<file path="src/prdi_ram.sv">
// generic single-port-write, registered-read ram
module prdi_ram #(
    parameter int WIDTH = 8,
    parameter int DEPTH = 256,
    localparam int AW   = (DEPTH > 1) ? $clog2(DEPTH) : 1
) (
    input  logic             i_clk,
    input  logic             i_wr_en,
    input  logic [AW-1:0]    i_wr_addr,
    input  logic [WIDTH-1:0] i_wr_data,
    input  logic [AW-1:0]    i_rd_addr,
    output logic [WIDTH-1:0] o_rd_data
);

    logic [WIDTH-1:0] r_mem [DEPTH];
    logic [WIDTH-1:0] r_rd_data;

    always_ff @(posedge i_clk) begin
        if (i_wr_en) begin
            r_mem[i_wr_addr] <= i_wr_data;
        end
        r_rd_data <= r_mem[i_rd_addr];
    end

    assign o_rd_data = r_rd_data;

endmodule

</file>
<file path="config.mk">
export PLATFORM = sky130hd
export DESIGN_NAME = prdi_ram
export DESIGN_NICKNAME = d
export VERILOG_FILES = /design/src/prdi_ram.sv
export SDC_FILE = /design/constraint.sdc
export NUM_CORES = 2
export LEC_CHECK = 0
export BUFFER_PORTS_ARGS = -buffer_cell sky130_fd_sc_hd__buf_2
export CORE_ASPECT_RATIO = 0.8
export CORE_MARGIN = 3
export CORE_UTILIZATION = 50
export CTS_CLUSTER_DIAMETER = 60
export CTS_CLUSTER_SIZE = 25
export DETAILED_ROUTE_END_ITERATION = 8
export MAX_ROUTING_LAYER = met4
export PLACE_DENSITY = 0.7
export RECOVER_POWER = 100
export SKIP_LAST_GASP = 1
export SLEW_MARGIN = 25
export SYNTH_ARGS = -nofsm -noshare
export SYNTH_HDL_FRONTEND = slang
export SYNTH_SLANG_ARGS = --single-unit
</file>
<file path="constraint.sdc">
create_clock -name i_clk -period 3.7 [get_ports i_clk]
set_input_delay 0.37 -clock i_clk [delete_from_list [all_inputs] [get_ports i_clk]]
set_output_delay 0.37 -clock i_clk [all_outputs]
set_load 0.02 [all_outputs]
</file>
== Yosys cells after proc, flatten, opt, wreduce, memory -nomap -nowiden ==
Memory sizes are Yosys's and may differ from the RTL's. A register that Yosys moved wholly into a read port is not among the register bits.
Index checks and enable logic that the tools add are counted.
Operators by class
  mux-type cells: 2
Operators with widths (number)
  two-way mux 1 bit: 2
Word-level totals
  memories kept: 1
  bits in writable memories: 2048
  word-level logic and storage cells: 3
  flip-flop bits (word level): 0
  bits of input ports: 26
Memories
  r_mem: depth 256, bits a word 8, read ports 1, clocked after Yosys merged registers in 1, write ports 1, RTL line 15  | logic [WIDTH-1:0] r_mem [DEPTH];

== Longest topological paths before layout ==
  depth after elaboration: 2
  gate-level depth with buffers: 11

== Least setup slack after synthesis ==
No wires, ideal clock.
  path kind: input to register
  start point: input port i_rd_addr[0]
  end point: register r_rd_data[2] (netlist: o_rd_data[2]) (read register of r_mem)
  setup slack: 1.392 ns
  required time: 3.569 ns
  arrival time: 2.177 ns
  library setup time: 0.131 ns
  stages: 9
  path buffers: 4
  cells stage by stage: buf_6 buf_12 buf_8 buf_2 mux4_2 a22oi_1 a21oi_1 nor4_1 nor4_2
RTL lines
  start, declared: RTL line 11  | input logic [AW-1:0] i_rd_addr,
  end, declared: RTL line 16  | logic [WIDTH-1:0] r_rd_data;

== Worst setup path in the final report ==
  start point: input port i_wr_addr[1]
  end point: memory r_mem[32][2] (enable)
RTL lines
  start, declared: RTL line 9  | input logic [AW-1:0] i_wr_addr,
  end, declared: RTL line 15
No word-level cell before the write port.

==> results.ini <==
[final_layout]
final_cells=6129
multi_input_area_um2=16500
register_area_um2=61700
drive_gt1_frac=0.213
nets=3938
area_delta_synth_final_pct=9.40
fill_cells=11600
fin_area_um2=87000

[worst_setup_path]
critPathLaunchType=input pin
critPathCaptureType=flip-flop
crit_start=i_wr_addr[1]
critPathKind=in -> reg
worstPathRequired_ns=4.02
worstPathArrival_ns=3.48
r2r-start=r_mem[83][3]
r2r_cells=6
cp_max_fo=13

[outcome]
outcome=finished, violations left
violations=max-capacitance violations, max-slew violations

[synth]
synth_top_area_cell=edfxtp_1
syn-num-nets=3759
yosysMostFrequentCell=edfxtp_1
ys_ff_latch=2056
netlist_instances=3733
ys_seq_area_frac=0.775
syn_area_um2=79600
synth.distinct_cells=55
synth_common_cells=2048 x edfxtp_1, 454 x mux4_2, 282 x nor2_1, 134 x mux2i_1, 133 x a22oi_1
avgSynthCellArea_um2=21.3
netlist_top_cells_area=edfxtp_1 77%, mux4_2 13%, mux2i_1 1.7%
synth_top_area_frac=0.773
synthFlopType=edfxtp_1
yosysWarnings=0
synth-async-reset-ratio=0
synth_edf_count=2048

[power]
power_leakage_uw=0.0264
vdd_ir_drop_max_uv=496
clock_power_share=0.345
power_frac_comb=0.055
swShare=0.220
p_switching_uw=9430
p_per_area_nw_per_um2=493
intPower_uw=33500
p_seq_frac=0.599

[cts]
cts-resized-gates=0
clkSinkCount=2056
cts_buffers=115
cts_root_buf=clkbuf_16
cts_max_path_buffers=3
path_clk_slew_ns=0.09
cts_tree=yes
worstSkewPairLatency_ns=0.78
cts_max_level=3
cts_setup_buffers=0
ctsHoldBuffers=0

[placed_design]
dpl.cell_count=5907
gp_congestion=0.879
placed_cell_area_um2=83500
port_buffers=33
place_hpwl_mm=121

[sta]
fin_crit_sh=0.854
fmax_mhz=316
setup_viol=0
layout_min_cycle_time_ns=3.16
skew_ns=0.0281
tightest_slew_ns=3.52
slew_headroom=-1.35
grt_setup_unrepaired=false
tns_ns=0
finalHoldViolations=0
slew_violations=1058

[global_route]
antenna_found_initial=11
globalRouteTotalUtil=0.242
grt_pass1_vias=38200
grt_max_degree=125
overflow=0
grt_pass1_wl_mm=279

[drt]
drtAntennaViolNets=0
wl_per_cell_um=31.3
drtPass1Iterations=6
drc=0
drtIter0Drc=5636
avgViaCountPerCell=6.41
finalWirelength_mm=192
vias=39300

[die]
io_pins=34
die_h_um=363
fp-row-count=130
die_x_um=452
core_um2=158000
dieArea_um2=164000
start_util=0.505

[min_path]
hold_class=in -> reg
whs_path_depth=1
min-delay-start=i_wr_data[4]

[flow_run]
max_cap_violations=20

## final timing paths
check	slack, ns	end
max	0.54	r_mem[32][2]
min	0.18	r_mem[195][4]
max reg2reg	0.76	o_rd_data[3]
min reg2reg	1.14	o_rd_data[6]
## logic make-up (layout without fill, tap and decap cells)
kind of cell           Yosys count  after routing  synth area share
DFF                           2056           2056             0.775
buffers and inverters          235            510            0.0183
AOI/OAI and AO/OA              385            385            0.0342
muxes                          591            591             0.146
and+or+nand+nor                466            466            0.0263
other                            0              9                 0
## area by class of cell
class,count,share of cell area
Tap cell,2112,0.0304
Clock buffer,127,0.0346
Sequential cell,2056,0.708
Inverter,2,0.0000863
Timing Repair Buffer,295,0.0253
Clock inverter,86,0.0117
Multi-Input combinational cell,1442,0.189
Antenna cell,9,0.000259
## routing by layer
| metal | part of all wire | routed length (µm) | global-route usage |
|---|---|---|---|
| met5 | 0 | 0 | - |
| met4 | 0.024 | 4620 | 0.0578 |
| met3 | 0.11 | 21600 | 0.0578 |
| met2 | 0.45 | 86700 | 0.339 |
| met1 | 0.41 | 79100 | 0.362 |
## critical path, stage by stage
cell	delay (ns)
clkbuf_1	0.30
nor2_1	0.23
nand3_1	0.13
clkbuf_1	1.67
nor2_1	0.75
## per-stage QoR
stage,total power [µW],worst slack [ns],hold WS (ns),util
6_report,42900,0.540,0.184,0.552
4_1_cts,43100,0.830,0.0484,0.555
3_5_place_dp,28600,0.200,0.894,0.530
5_1_grt,44100,0.432,0.189,0.552
3_3_place_gp,28600,0.136,0.878,0.530
2_1_floorplan,27500,1.39,0.469,-
## power by group through the flow
stage / clock [µW] / sequential, µW / combinational [µW]
CTS: 15000 / 25700 / 2400
detailed placement: 0 / 26200 / 2400
finish: 14800 / 25700 / 2380
global route: 15900 / 25700 / 2510
floorplan: 0 / 26200 / 1250
global placement: 0 / 26200 / 2360
## registers in the layout (all words and copies together) (netlist names)
name	flops
r_mem	2048
o_rd_data	8
## layout by cell type, fill, tap and decap left out, types with 14 or more instances in the layout
cell       Yosys  layout
a211oi_1      16      16
a21oi_1       96      96
a22oi_1      133     133
buf_12         8      35
buf_4         27     117
clkbuf_1     111     120
clkbuf_16      0     119
clkbuf_2       0      14
clkinv_4       0      14
edfxtp_1    2048    2048
inv_6          0      23
mux2i_1      134     134
mux4_2       454     454
nand2_1       33      33
nand3_1       34      34
nor2_1       282     279
nor2b_1       31      28
nor3_1        22      22
nor4_1        24      25
o221ai_1      46      46
o22ai_1       28      28
Note: power is estimated with default switching activity, not from simulation.
